## src/rtl/core/ipf_pkg.sv

```systemverilog
`default_nettype none

package ipf_pkg;

    // Packet and half header words
    localparam logic [15:0] WORD_PKT_MAGIC = 16'hEFFE;
    localparam logic [15:0] WORD_PKT_EP    = 16'h0106;
    localparam logic [15:0] WORD_SYNC_A    = 16'h7F7F;
    localparam logic [15:0] WORD_SYNC_B    = 16'h7F00;
    localparam logic [15:0] WORD_CTRL_A    = 16'h0000;
    localparam logic [15:0] WORD_CTRL_B    = 16'h001D;
    localparam logic [15:0] WORD_ZERO      = 16'h0000;

    localparam int MAX_RECEIVERS = 8;
    localparam int RX_IDX_W      = $clog2(MAX_RECEIVERS);
    localparam int RX_W          = 4;

    // Word positions inside each section
    localparam logic [5:0] POS_HDR_LAST  = 6'd3;
    localparam logic [5:0] POS_SYNC_LAST = 6'd3;
    localparam logic [5:0] POS_SAMP_LAST = 6'd2;

    typedef struct packed {
        logic        action;
        logic [47:0] sample;
    } in_item_t;

    typedef struct packed {
        logic [15:0] word;
        logic        end_of_packet;
        logic        end_of_run;
    } out_item_t;

    // One classified sample slot, ready for the word sequencer
    typedef struct packed {
        logic [47:0] sample;
        logic [31:0] seq;
        logic        hdr;
        logic        sync;
        logic [5:0]  zeros;
        logic        eop;
    } job_t;

    typedef struct packed {
        logic full;
        logic empty;
    } q_status_t;

    typedef enum logic [2:0] {
        ST_IDLE,
        ST_HDR,
        ST_SYNC,
        ST_SAMP,
        ST_ZERO
    } back_state_t;

    localparam logic ACT_SAMPLE = 1'b0;
    localparam logic ACT_STOP   = 1'b1;

    // Map a raw receivers value to a 0-based index, clamped to 1..MAX_RECEIVERS
    function automatic logic [RX_IDX_W-1:0] rx_index(input logic [RX_W-1:0] r);
        logic [RX_IDX_W-1:0] idx;
        begin
            if (r == '0) begin
                idx = '0;
            end else if (r > RX_W'(MAX_RECEIVERS)) begin
                idx = RX_IDX_W'(MAX_RECEIVERS - 1);
            end else begin
                idx = RX_IDX_W'(r - RX_W'(1));
            end
            return idx;
        end
    endfunction

    // Slots per half: 504 / (8 + 6*(r-1))
    function automatic logic [5:0] slots_of(input logic [RX_IDX_W-1:0] idx);
        logic [5:0] s;
        begin
            case (idx)
                3'd0:    s = 6'd63;
                3'd1:    s = 6'd36;
                3'd2:    s = 6'd25;
                3'd3:    s = 6'd19;
                3'd4:    s = 6'd15;
                3'd5:    s = 6'd13;
                3'd6:    s = 6'd11;
                3'd7:    s = 6'd10;
                default: s = 6'd63;
            endcase
            return s;
        end
    endfunction

    // Zero words after the three sample words: 3r - 2
    function automatic logic [4:0] pad_of(input logic [RX_IDX_W-1:0] idx);
        logic [4:0] p;
        begin
            case (idx)
                3'd0:    p = 5'd1;
                3'd1:    p = 5'd4;
                3'd2:    p = 5'd7;
                3'd3:    p = 5'd10;
                3'd4:    p = 5'd13;
                3'd5:    p = 5'd16;
                3'd6:    p = 5'd19;
                3'd7:    p = 5'd22;
                default: p = 5'd1;
            endcase
            return p;
        end
    endfunction

    // Zero words filling the end of a half
    function automatic logic [3:0] fill_of(input logic [RX_IDX_W-1:0] idx);
        logic [3:0] f;
        begin
            case (idx)
                3'd0:    f = 4'd0;
                3'd1:    f = 4'd0;
                3'd2:    f = 4'd2;
                3'd3:    f = 4'd5;
                3'd4:    f = 4'd12;
                3'd5:    f = 4'd5;
                3'd6:    f = 4'd10;
                3'd7:    f = 4'd2;
                default: f = 4'd0;
            endcase
            return f;
        end
    endfunction

endpackage

`default_nettype wire

```

## src/rtl/core/ipf_front.sv

```systemverilog
`default_nettype none

module ipf_front (
    input  wire logic                clk,
    input  wire logic                rst_n,
    input  wire logic                in_valid,
    output logic                     in_stall,
    input  wire ipf_pkg::in_item_t   in_data,
    input  wire logic                cfg_valid,
    output logic                     cfg_ready,
    input  wire logic [3:0]          cfg_data,
    input  wire ipf_pkg::q_status_t  q_stat,
    output logic                     push,
    output ipf_pkg::job_t            push_job
);
    import ipf_pkg::*;

    logic [RX_W-1:0]     rx_reg;
    logic [RX_IDX_W-1:0] prx_reg, prx_next;
    logic [31:0]         seq_reg, seq_next;
    logic                half_reg, half_next;
    logic [5:0]          slot_reg, slot_next;

    logic                accept;
    logic                start;
    logic [RX_IDX_W-1:0] idx;
    logic [5:0]          slots;
    logic                last_slot;

    assign cfg_ready = 1'b1;
    assign in_stall  = q_stat.full;
    assign accept    = in_valid && !in_stall;

    // Classify the slot position and pick the receiver count for this packet
    assign start     = !half_reg && (slot_reg == 6'd0);
    assign idx       = start ? rx_index(rx_reg) : prx_reg;
    assign slots     = slots_of(idx);
    assign last_slot = ({1'b0, slot_reg} + 7'd1) >= {1'b0, slots};

    assign push = accept && (in_data.action == ACT_SAMPLE);

    always_comb
    begin
        push_job.sample = in_data.sample;
        push_job.seq    = seq_reg;
        push_job.hdr    = start;
        push_job.sync   = (slot_reg == 6'd0);
        push_job.zeros  = 6'(pad_of(idx)) + (last_slot ? {2'b00, fill_of(idx)} : 6'd0);
        push_job.eop    = last_slot && half_reg;
    end

    // Advance the packet position and sequence number; a stop clears the sequence number
    always_comb
    begin
        seq_next  = seq_reg;
        half_next = half_reg;
        slot_next = slot_reg;
        prx_next  = prx_reg;
        if (accept && (in_data.action == ACT_STOP)) begin
            seq_next = '0;
        end else if (push) begin
            if (start) begin
                seq_next = seq_reg + 32'd1;
                prx_next = idx;
            end
            if (last_slot) begin
                half_next = !half_reg;
                slot_next = '0;
            end else begin
                slot_next = slot_reg + 6'd1;
            end
        end
    end

    always_ff @(posedge clk or negedge rst_n)
    begin
        if (!rst_n) begin
            rx_reg   <= RX_W'(1);
            prx_reg  <= '0;
            seq_reg  <= '0;
            half_reg <= 1'b0;
            slot_reg <= '0;
        end else begin
            if (cfg_valid && cfg_ready) begin
                rx_reg <= cfg_data;
            end
            prx_reg  <= prx_next;
            seq_reg  <= seq_next;
            half_reg <= half_next;
            slot_reg <= slot_next;
        end
    end

endmodule

`default_nettype wire

```

## src/rtl/core/ipf_queue.sv

```systemverilog
`default_nettype none

module ipf_queue (
    input  wire logic               clk,
    input  wire logic               rst_n,
    input  wire logic               push,
    input  wire ipf_pkg::job_t      push_job,
    input  wire logic               pop,
    output ipf_pkg::job_t           head,
    output ipf_pkg::q_status_t      q_stat
);
    import ipf_pkg::*;

    job_t       slot_mem [2];
    logic       wr_ptr_reg;
    logic       rd_ptr_reg;
    logic [1:0] count_reg, count_next;

    assign head         = slot_mem[rd_ptr_reg];
    assign q_stat.full  = (count_reg == 2'd2);
    assign q_stat.empty = (count_reg == 2'd0);

    always_comb
    begin
        count_next = count_reg;
        if (push && !pop) begin
            count_next = count_reg + 2'd1;
        end else if (pop && !push) begin
            count_next = count_reg - 2'd1;
        end
    end

    // Hold entries; no reset needed on the payload
    always_ff @(posedge clk)
    begin
        if (push) begin
            slot_mem[wr_ptr_reg] <= push_job;
        end
    end

    always_ff @(posedge clk or negedge rst_n)
    begin
        if (!rst_n) begin
            wr_ptr_reg <= 1'b0;
            rd_ptr_reg <= 1'b0;
            count_reg  <= '0;
        end else begin
            if (push) begin
                wr_ptr_reg <= !wr_ptr_reg;
            end
            if (pop) begin
                rd_ptr_reg <= !rd_ptr_reg;
            end
            count_reg <= count_next;
        end
    end

endmodule

`default_nettype wire

```

## src/rtl/core/ipf_back.sv

```systemverilog
`default_nettype none

module ipf_back (
    input  wire logic                clk,
    input  wire logic                rst_n,
    input  wire ipf_pkg::job_t       head,
    input  wire ipf_pkg::q_status_t  q_stat,
    output logic                     pop,
    output logic                     out_valid,
    input  wire logic                out_stall,
    output ipf_pkg::out_item_t       out_data
);
    import ipf_pkg::*;

    back_state_t state_reg, state_next;
    logic [5:0]  cnt_reg, cnt_next;
    job_t        job_reg;
    logic        out_valid_reg;
    out_item_t   out_data_reg;

    logic        adv;
    logic        last_word;
    logic [15:0] word;
    back_state_t first_state;

    assign out_valid = out_valid_reg;
    assign out_data  = out_data_reg;

    assign first_state = head.hdr ? ST_HDR : (head.sync ? ST_SYNC : ST_SAMP);

    // Output decode: current word, end of run, dequeue
    always_comb
    begin
        adv       = 1'b0;
        last_word = 1'b0;
        word      = WORD_ZERO;
        pop       = 1'b0;
        case (state_reg)
            ST_IDLE:
            begin
                pop = !q_stat.empty;
            end
            ST_HDR:
            begin
                adv = !out_valid_reg || !out_stall;
                case (cnt_reg[1:0])
                    2'd0:    word = WORD_PKT_MAGIC;
                    2'd1:    word = WORD_PKT_EP;
                    2'd2:    word = job_reg.seq[31:16];
                    default: word = job_reg.seq[15:0];
                endcase
            end
            ST_SYNC:
            begin
                adv = !out_valid_reg || !out_stall;
                case (cnt_reg[1:0])
                    2'd0:    word = WORD_SYNC_A;
                    2'd1:    word = WORD_SYNC_B;
                    2'd2:    word = WORD_CTRL_A;
                    default: word = WORD_CTRL_B;
                endcase
            end
            ST_SAMP:
            begin
                adv = !out_valid_reg || !out_stall;
                case (cnt_reg[1:0])
                    2'd0:    word = job_reg.sample[47:32];
                    2'd1:    word = job_reg.sample[31:16];
                    default: word = job_reg.sample[15:0];
                endcase
            end
            ST_ZERO:
            begin
                adv       = !out_valid_reg || !out_stall;
                word      = WORD_ZERO;
                last_word = (cnt_reg == (job_reg.zeros - 6'd1));
                pop       = adv && last_word && !q_stat.empty;
            end
            default:
            begin
                pop = 1'b0;
            end
        endcase
    end

    // Next state: walk header, sync, sample and zero sections
    always_comb
    begin
        state_next = state_reg;
        cnt_next   = cnt_reg;
        case (state_reg)
            ST_IDLE:
            begin
                if (!q_stat.empty) begin
                    state_next = first_state;
                    cnt_next   = '0;
                end
            end
            ST_HDR:
            begin
                if (adv) begin
                    if (cnt_reg == POS_HDR_LAST) begin
                        state_next = ST_SYNC;
                        cnt_next   = '0;
                    end else begin
                        cnt_next = cnt_reg + 6'd1;
                    end
                end
            end
            ST_SYNC:
            begin
                if (adv) begin
                    if (cnt_reg == POS_SYNC_LAST) begin
                        state_next = ST_SAMP;
                        cnt_next   = '0;
                    end else begin
                        cnt_next = cnt_reg + 6'd1;
                    end
                end
            end
            ST_SAMP:
            begin
                if (adv) begin
                    if (cnt_reg == POS_SAMP_LAST) begin
                        state_next = ST_ZERO;
                        cnt_next   = '0;
                    end else begin
                        cnt_next = cnt_reg + 6'd1;
                    end
                end
            end
            ST_ZERO:
            begin
                if (adv) begin
                    if (last_word) begin
                        cnt_next   = '0;
                        state_next = q_stat.empty ? ST_IDLE : first_state;
                    end else begin
                        cnt_next = cnt_reg + 6'd1;
                    end
                end
            end
            default:
            begin
                state_next = ST_IDLE;
                cnt_next   = '0;
            end
        endcase
    end

    // Load the next job as it leaves the queue; register the output word on advance
    always_ff @(posedge clk)
    begin
        if (pop) begin
            job_reg <= head;
        end
        if (adv) begin
            out_data_reg.word          <= word;
            out_data_reg.end_of_run    <= last_word;
            out_data_reg.end_of_packet <= last_word && job_reg.eop;
        end
    end

    always_ff @(posedge clk or negedge rst_n)
    begin
        if (!rst_n) begin
            state_reg     <= ST_IDLE;
            cnt_reg       <= '0;
            out_valid_reg <= 1'b0;
        end else begin
            state_reg <= state_next;
            cnt_reg   <= cnt_next;
            if (adv) begin
                out_valid_reg <= 1'b1;
            end else if (!out_stall) begin
                out_valid_reg <= 1'b0;
            end
        end
    end

    a_no_pop_empty: assert property (@(posedge clk) disable iff (!rst_n)
        q_stat.empty |-> !pop)
        else $error("dequeue from empty queue");

    a_zero_bound: assert property (@(posedge clk) disable iff (!rst_n)
        (state_reg == ST_ZERO) |-> (cnt_reg < job_reg.zeros))
        else $error("zero run counter beyond run length");

    a_hdr_has_sync: assert property (@(posedge clk) disable iff (!rst_n)
        (state_reg == ST_HDR) |-> job_reg.sync)
        else $error("packet header without half header");

    a_valid_from_work: assert property (@(posedge clk) disable iff (!rst_n)
        $rose(out_valid_reg) |-> ($past(state_reg) != ST_IDLE))
        else $error("output word raised while sequencer idle");

    a_eop_ends_run: assert property (@(posedge clk) disable iff (!rst_n)
        (out_valid_reg && out_data_reg.end_of_packet) |-> out_data_reg.end_of_run)
        else $error("end of packet not at end of run");

endmodule

`default_nettype wire

```

## src/rtl/core/iq_sample_packet_framer_unit.sv

```systemverilog
// IQ sample packet framer.
// Input channel (in_valid / in_stall / in_data): one item per transfer. A
// sample item fills one slot of a 1032-byte packet; a stop item clears the
// sequence number and produces no words. in_stall is high only while the
// two-entry slot queue between classifier and word sequencer is full.
// Output channel (out_valid / out_stall / out_data): one big-endian 16-bit
// word per transfer; end_of_run marks an item's last word, end_of_packet the
// packet's last word.
// Configuration channel (cfg_valid / cfg_ready / cfg_data): receivers, always
// ready; takes effect at the next packet start.
// Path: slot queue, then the sequencer's job register, then the output word register.
// Throughput: the word sequencer emits one word per cycle while out_stall is
// low; an item is 3*receivers+1 words, plus 4 at a packet start, 4 at a half
// start and 0..12 fill words at a half end (25 words at eight receivers).
// Reset: sequence number zero, packet start, receivers 1, no words pending.
// When the receiver stalls the output word holds, the sequencer waits and
// the queue absorbs up to two further items before in_stall rises.
`default_nettype none

module iq_sample_packet_framer_unit (
    input  wire logic               clk,
    input  wire logic               rst_n,
    input  wire logic               in_valid,
    output logic                    in_stall,
    input  wire ipf_pkg::in_item_t  in_data,
    output logic                    out_valid,
    input  wire logic               out_stall,
    output ipf_pkg::out_item_t      out_data,
    input  wire logic               cfg_valid,
    output logic                    cfg_ready,
    input  wire logic [3:0]         cfg_data
);
    import ipf_pkg::*;

    q_status_t q_stat;
    logic      push;
    logic      pop;
    job_t      push_job;
    job_t      head;

    ipf_front u_front (
        .clk       (clk),
        .rst_n     (rst_n),
        .in_valid  (in_valid),
        .in_stall  (in_stall),
        .in_data   (in_data),
        .cfg_valid (cfg_valid),
        .cfg_ready (cfg_ready),
        .cfg_data  (cfg_data),
        .q_stat    (q_stat),
        .push      (push),
        .push_job  (push_job)
    );

    ipf_queue u_queue (
        .clk      (clk),
        .rst_n    (rst_n),
        .push     (push),
        .push_job (push_job),
        .pop      (pop),
        .head     (head),
        .q_stat   (q_stat)
    );

    ipf_back u_back (
        .clk       (clk),
        .rst_n     (rst_n),
        .head      (head),
        .q_stat    (q_stat),
        .pop       (pop),
        .out_valid (out_valid),
        .out_stall (out_stall),
        .out_data  (out_data)
    );

endmodule

`default_nettype wire

```

## config.mk

```make
export PLATFORM = sky130hd
export DESIGN_NAME = iq_sample_packet_framer_unit
export DESIGN_NICKNAME = d
export VERILOG_FILES = /design/src/rtl/core/ipf_pkg.sv /design/src/rtl/core/ipf_front.sv /design/src/rtl/core/ipf_queue.sv /design/src/rtl/core/ipf_back.sv /design/src/rtl/core/iq_sample_packet_framer_unit.sv
export SDC_FILE = /design/constraint.sdc
export NUM_CORES = 1
export LEC_CHECK = 0
export BUFFER_PORTS_ARGS = -buffer_cell sky130_fd_sc_hd__buf_2
export CORE_ASPECT_RATIO = 1.4
export CORE_MARGIN = 1.5
export CORE_UTILIZATION = 65
export CTS_BUF_LIST = sky130_fd_sc_hd__clkbuf_2
export DETAILED_ROUTE_END_ITERATION = 8
export PLACE_DENSITY = 0.84
export SLEW_MARGIN = 20
export SYNTH_ARGS = -nofsm -noshare
export SYNTH_HDL_FRONTEND = slang
export SYNTH_SLANG_ARGS = --single-unit
```

## constraint.sdc

```tcl
create_clock -name clk -period 12.5 [get_ports clk]
set_input_delay 1.875 -clock clk [delete_from_list [all_inputs] [get_ports clk]]
set_output_delay 1.875 -clock clk [all_outputs]
set_load 0.02 [all_outputs]
```

==> results of run 1 <==
[cells in the mapped netlist (all sizes together) (3+ instances only)]
| library cell | number | area, sq um |
|---|---|---|
| inv | 37 | 138.9 |
| mux2 | 95 | 1070 |
| nor2b | 4 | 25.02 |
| mux2i | 5 | 50.05 |
| nand4 | 11 | 68.82 |
| a31oi | 13 | 81.33 |
| a22oi | 11 | 82.58 |
| a211oi | 8 | 60.06 |
| xor2 | 13 | 113.9 |
| o2bb2ai | 5 | 43.79 |
| xnor2 | 32 | 280.3 |
| edfxtp | 283 | 8498 |
| a21oi | 47 | 239.0 |
| nand3 | 17 | 85.08 |
| clkbuf | 33 | 123.9 |
| nor3 | 23 | 172.7 |
| or3 | 5 | 32.53 |
| nor4 | 6 | 58.80 |
| a22o | 6 | 52.55 |
| and2 | 4 | 25.02 |
| ha | 27 | 337.8 |
| and4 | 3 | 27.53 |
| nand2 | 61 | 231.5 |
| or4 | 3 | 30.03 |
| nor2 | 61 | 229.0 |
| o21ai | 46 | 230.2 |
| a311oi | 3 | 26.28 |
| buf | 8 | 62.55 |
| dfrtp | 59 | 1476 |
| o31ai | 3 | 22.52 |
| nand2b | 8 | 50.05 |
| or2 | 6 | 37.54 |
| a21o | 4 | 30.03 |
| o31a | 3 | 26.28 |
[routing by layer]
metal	vias to the layer above	wire length (um)	track usage, %	part of all wire (%)
met5	-	0	0	0
met4	0	933	12.83	3.4
met3	63	1562	4.954	5.7
met2	297	14650	44.56	54
met1	4096	10200	27.01	37
li1	3944	-	-	-
[path summary, 6_finish.rpt]
check	startpoint	end	slack, ps	cells after the start
worst max-delay path	u_front.slot_reg[0]	u_queue.slot_mem[0][5]	6850	21
worst min-delay path	u_queue.slot_mem[1][31]	u_back.job_reg[31]	490	1
worst max register to register	u_front.slot_reg[0]	u_queue.slot_mem[0][5]	6850	21
worst min register to register	u_queue.slot_mem[1][31]	u_back.job_reg[31]	490	1
max in group asynchronous	rst_n	u_queue.rd_ptr_reg	10650	2
min in group asynchronous	rst_n	u_back.cnt_reg[3]	1190	2
[cell type report]
cell class,count,area share [%]
clock buffers,104,3.314
clock inverters,35,1.052
inverters,38,0.9163
well taps,297,2.366
flip-flops and latches,343,63.71
repair buffers,86,2.884
diodes,1,0.01593
multi-input cells,556,25.74
[report_power, final]
| part | switching [mW] | total (mW) | internal (mW) |
|---|---|---|---|
| sequential | 0.156 | 1.75 | 1.59 |
| combinational | 0.623 | 0.998 | 0.375 |
| clock | 0.423 | 0.656 | 0.233 |
[logic make-up after synthesis]
family / count (synthesis) / synth area share (%)
buf+inv: 79 / 2.292
mux: 100 / 7.802
fa+ha+maj: 28 / 2.493
flops: 343 / 69.67
simple gates: 220 / 7.941
xor+xnor: 45 / 2.746
other cells: 1 / 0.02613
compound gates: 162 / 7.026
[cells in the final DEF (no fill, tap or decap), types with 32 or more instances in the layout]
cell type,count
a21oi_1,45
buf_2,77
clkbuf_2,104
dfrtp_1,58
edfxtp_1,283
inv_1,36
mux2_2,95
nand2_1,60
nor2_1,58
o21ai_0,44
xnor2_1,32
[stage by stage]
stage	setup slack (ps)	hold WS, ps	total power, mW	util [%]
4_1_cts	6842	484.4	3.413	72.08
2_1_floorplan	6002	460.3	2.451	-
3_5_place_dp	6880	490.7	2.765	68.93
6_report	6852	490.4	3.399	72.10
3_3_place_gp	7020	475.6	2.718	68.93
5_1_grt	6394	469.2	3.589	72.10
==> metrics, run 1 <==
Worst Path Required=13080 ps; Rows=64; post-place instance area=15010 sq um; Synth Cell Area=around 14000 sq um; root buffer cell=clkbuf_2; Syn Inst Count=978; register area share after synthesis=a little over two thirds; number of synthesized flops with an enable pin=around 280; crit-path most repeated cell=ha_1; total clock sinks=around 340; Slew Limit Fails=0; Worst Hold Class=reg -> reg; Cell Chain, Critical Path=inv_1 -> ha_1 -> or3b_4 -> or3_2 -> inv_1 -> mux2i_1 -> inv_1 -> ha_1 -> mux2i_1 -> ha_1 -> nand2b_1 -> a21o_1 -> a21oi_1 -> o21ai_1 -> nor2_1 -> a21oi_1 -> ha_1 -> fa_1 -> a21o_1 -> a21oi_1 -> xnor2_1; worst skew pair latency=roughly 870 ps; DP HPWL=approximately 18000 um; Rel. slew slack=~36%; hold-fix buffer count after cts=0; cts bufs inserted=75; Ports=around 80; post-CTS resize count=0; Max Cap Viol=0; top_reg_cell synth=edfxtp_1; initial antenna violation count=1; number of I/O port buffers=slightly below 80; vias per inst=5.753; crit start category=register; clock transition at the registers of the reported paths=roughly 110 ps; YS warnings=0; VDD IR max=between 0.1 and 0.15 mV; max incr delay on CP=510 ps; Layout area overhead=9.405%; highest-delay cell along the critical path=or3_2; Final Cell Area=around 16000 sq um; detailed-route via count=8400; pin slew with the least headroom to its limit=roughly 960 ps; power per cell area=216.5 nW/um^2; Initial Util=roughly two thirds; crit path max fanout=8; global-route wire length before repair=approximately 43000 um; maximum number of pins on one net before global-route repair=66; max reg flops=about 180; Synth Register Bits=about 340; Nets=1186; Sequential Area=~10000 sq um; Worst Path Class, Setup=reg -> reg; Avg WL per Cell=18.73 um; Die Y=~180 um; post-CTS setup buffer count=0; fill count=approximately 1400; die area=23000 sq um; WL final=~27000 um; setup-violating endpoint count in the final report=0; syn_area_per_cell=approximately 15 sq um; Final Non-Filler Cells=between 1000 and 1500; TritonCTS clock tree=yes; RSZ-0062 raised after global routing=false; H-tree depth=3; setup TNS=0 ps; Synthesized Nets=around 1100; total grt overflow=0; GRT Util Overall=about a quarter; ANT nets after route=0; CP Buf/Inv Count=3; DP Cell Count=1320; DRC viols=0; Final Hold Viols=0; CP endpoint kind=register; Crit path max-delay family=simple AND/OR/NAND/NOR gates; min Tclk post-route=about 5600 ps; vias in the first global route=roughly 8700; CTS max path bufs=3; count of different cell masters after synthesis=67; Chip Width=~130 um; core area=between 20000 and 25000 sq um; Fin Clk Skew=75.18 ps; Synth async-reset ratio=roughly 17%; Placer Congestion=between 0.8 and 0.9; initial drt markers=between 600 and 700; status=completed; layout cells sized above 1=approximately 28%; Pre-Repair DR Iteration Count=6; area of the multi-input gates=just over 4000 sq um; period utilization=45.18%; LEAKAGE=5.948 nW; CP Data Arrival Time=a little over 6000 ps; Fmax achieved=around 0.18 GHz
Power figures use the tool's default switching activity.
==> inputs of run 2 (changes only) <==
Settings changed: CORE_UTILIZATION 65 to 57, PLACE_DENSITY 0.84 to 0.78.
Clock period 12.5 ns to 4.8 ns, I/O delays scaled along.
==> run 2 against run 1 <==
  * Die area grew 14%
  * Sequential cell count stayed put
  * Critical path depth unchanged
  * Clock skew fell by 20 ps
  * Highest routed layer unchanged
  * Largest cell class unchanged
  * First-iteration DRC count is 21% lower
  * Fmax increased by 27%
==> metrics, run 2 (same netlist as run 1, synthesis figures left out) <==
Rel. slew slack=34.68% (-1.6 points); ANT nets after route=0 (unchanged); LEAKAGE=6.133 nW (+3.1%); VDD IR max=0.3368 mV (+180%); utilization of the core after routing=65.34% (-6.8 points); Combinational Power Share=30.2% (+0.8 points); period utilization=92.59% (+47 points); clock transition at the registers of the reported paths=100 ps (about the same); H-tree depth=3 (unchanged); Fmax achieved=0.2250 GHz (+27%); status=completed; crit path max fanout=8 (unchanged); Worst Hold Class=in -> reg; DRC viols=0 (unchanged); Avg WL per Cell=18.51 um (-1.2%); crit-path most repeated cell=ha_1; WL final=27930 um (+2.1%); Die Y=190.8 um (+6.7%); cts bufs inserted=77 (+2.7%); hold slack=83.55 ps (-406.8 ps); TritonCTS clock tree=yes; detailed-route via count=8457 (+0.68%); setup-violating endpoint count in the final report=0 (unchanged); Cell Chain, Critical Path=inv_1 -> ha_1 -> or3b_4 -> or3_4 -> inv_4 -> mux2_4 -> inv_4 -> ha_2 -> mux2i_1 -> ha_1 -> nand2b_1 -> a21o_1 -> a21oi_2 -> o21ai_4 -> nor2_4 -> a21oi_1 -> ha_1 -> fa_2 -> a21o_1 -> a21oi_1 -> xnor2_1; worst skew pair latency=840 ps (-30 ps); Max Cap Viol=0 (unchanged); most frequent cells in the layout=edfxtp_1, clkbuf_2, mux2_2; layout cells sized above 1=29.51% (+1.1 points); Ports=79 (unchanged); Slew Limit Fails=0 (unchanged); Sw Ratio=34.59% (-0.77 points); vias in the first global route=8733 (+0.80%); Layout area overhead=12.32%; Placer Congestion=0.7762 (-7.0%); Rows=68 (+6.3%); setup TNS=0 ps (unchanged); most common cell after layout, fill and taps aside=edfxtp_1; Worst Path Class, Setup=reg -> reg; global-route wire length before repair=44240 um (+3.1%); switching power=3.115 mW (+160%); CTS max path bufs=3 (unchanged); pin slew with the least headroom to its limit=979.8 ps (+23.64 ps); die area=26160 sq um (+14%); Initial Util=58.17% (-7.7 points); root buffer cell=clkbuf_2; Final Hold Viols=0 (unchanged); RSZ-0062 raised after global routing=false; Worst Path Required=5370 ps (-7710 ps); core area=24670 sq um (+13%); Reg power frac=50.7% (-0.6 points); CP Data Arrival Time=5020 ps (-1210 ps); total grt overflow=0 (unchanged); Fin Clk Skew=55.08 ps (-20.10 ps); number of I/O port buffers=77 (unchanged); DP Cell Count=1349 (+2.2%); power per cell area=558.7 nW/um^2 (+160%); CP endpoint kind=register; Chip Width=137.1 um (+6.6%); maximum number of pins on one net before global-route repair=71 (+7.6%); Final Non-Filler Cells=1509 (+3.4%); GRT Util Overall=22.10% (-2.4 points); P_int=5.891 mW (+170%); highest-delay cell along the critical path=dfrtp_1; total clock sinks=343 (unchanged); min Tclk post-route=4444 ps (-1204 ps); crit start category=register; initial drt markers=515 (-21%); vias per inst=5.604 (-2.6%); max reg flops=178 (unchanged); max incr delay on CP=410 ps (-100 ps); Pre-Repair DR Iteration Count=5 (-1); DP HPWL=18240 um (+1.7%); Clk pwr share=19.1% (-0.2 points); initial antenna violation count=1 (unchanged); Nets=1224 (+3.2%)
[run 2: changes by cell type in the layout (fill, tap and decap cells not counted), sizes merged]
| cell | delta |
|---|---|
| clkinv | -12 |
| clkinvlp | -3 |
| buf | +12 |
| clkbuf | +7 |
| bufinv | +1 |
| dlygate4sd3 | +24 |
| inv | +2 |
[run 2: layout make-up]
type	count	area, sq um
clock inverters	23	113.9
clock buffers	111	555.5
well taps	315	394.1
inverters	38	148.9
diodes	1	2.502
fillers	1748	8552
flip-flops and latches	343	10000
multi-input cells	556	4094
repair buffers	122	808.3
[run 2: path summary, 6_finish.rpt]
check                               startpoint                       to  depth (start not counted)  slack (ps)
setup / recovery           u_front.slot_reg[1]   u_queue.slot_mem[0][5]                         21         360
hold / removal                     in_data[40]  u_queue.slot_mem[1][81]                          1          80
hold reg to reg            u_front.seq_reg[28]  u_queue.slot_mem[0][37]                          0         510
min in group asynchronous                rst_n      u_front.seq_reg[28]                          2         470
max in group asynchronous                rst_n       u_queue.rd_ptr_reg                          3        3390
setup reg to reg           u_front.slot_reg[1]   u_queue.slot_mem[0][5]                         21         360
[run 2: repair_timing]
action,4_1_cts,5_1_grt
pin swaps,1,2
resized for setup,0,11
buffers inserted,0,1
hold endpoints to repair,40,28
hold buffers,8,16
endpoints found under the setup margin,2,6
[run 2: metal layers]
| layer | vias up | GRT usage, % | wire (um) |
|---|---|---|---|
| met3 | 54 | 5.024 | 1401 |
| met4 | 0 | 9.757 | 739 |
| li1 | 4025 | - | - |
| met5 | - | 0 | 0 |
| met1 | 4119 | 24.82 | 10750 |
| met2 | 259 | 39.72 | 15040 |
[run 2: critical path, delay by kind of cell, from the launching register on]
family / cells / cell delay (ps)
AOI/OAI and AO/OA: 6 / 850
buffers and inverters: 3 / 260
and+or+nand+nor: 4 / 1020
muxes: 2 / 410
adders and majority gates: 5 / 1160
xor gates and xnor gates: 1 / 90
DFF: 1 / 410
[run 2: per-stage QoR]
stage | setup WS [ps] | power [mW] | instance area, sq um
after CTS | 8.719 | 9.005 | 15910
after floorplan | 2.656 | 6.396 | 14380
final | 355.8 | 9.007 | 16120
after global placement | 74.85 | 7.194 | 15160
after global routing | 99.59 | 9.551 | 16120
after detailed placement | 4.222 | 7.287 | 15160
[run 2: power by group through the flow]
stage	Clock (mW)	Sequential, mW	Combinational, mW
final	1.72	4.57	2.72
after global placement	0	4.61	2.59
after floorplan	0	4.51	1.88
after global routing	1.92	4.64	2.99
after CTS	1.77	4.57	2.67
after detailed placement	0	4.64	2.65
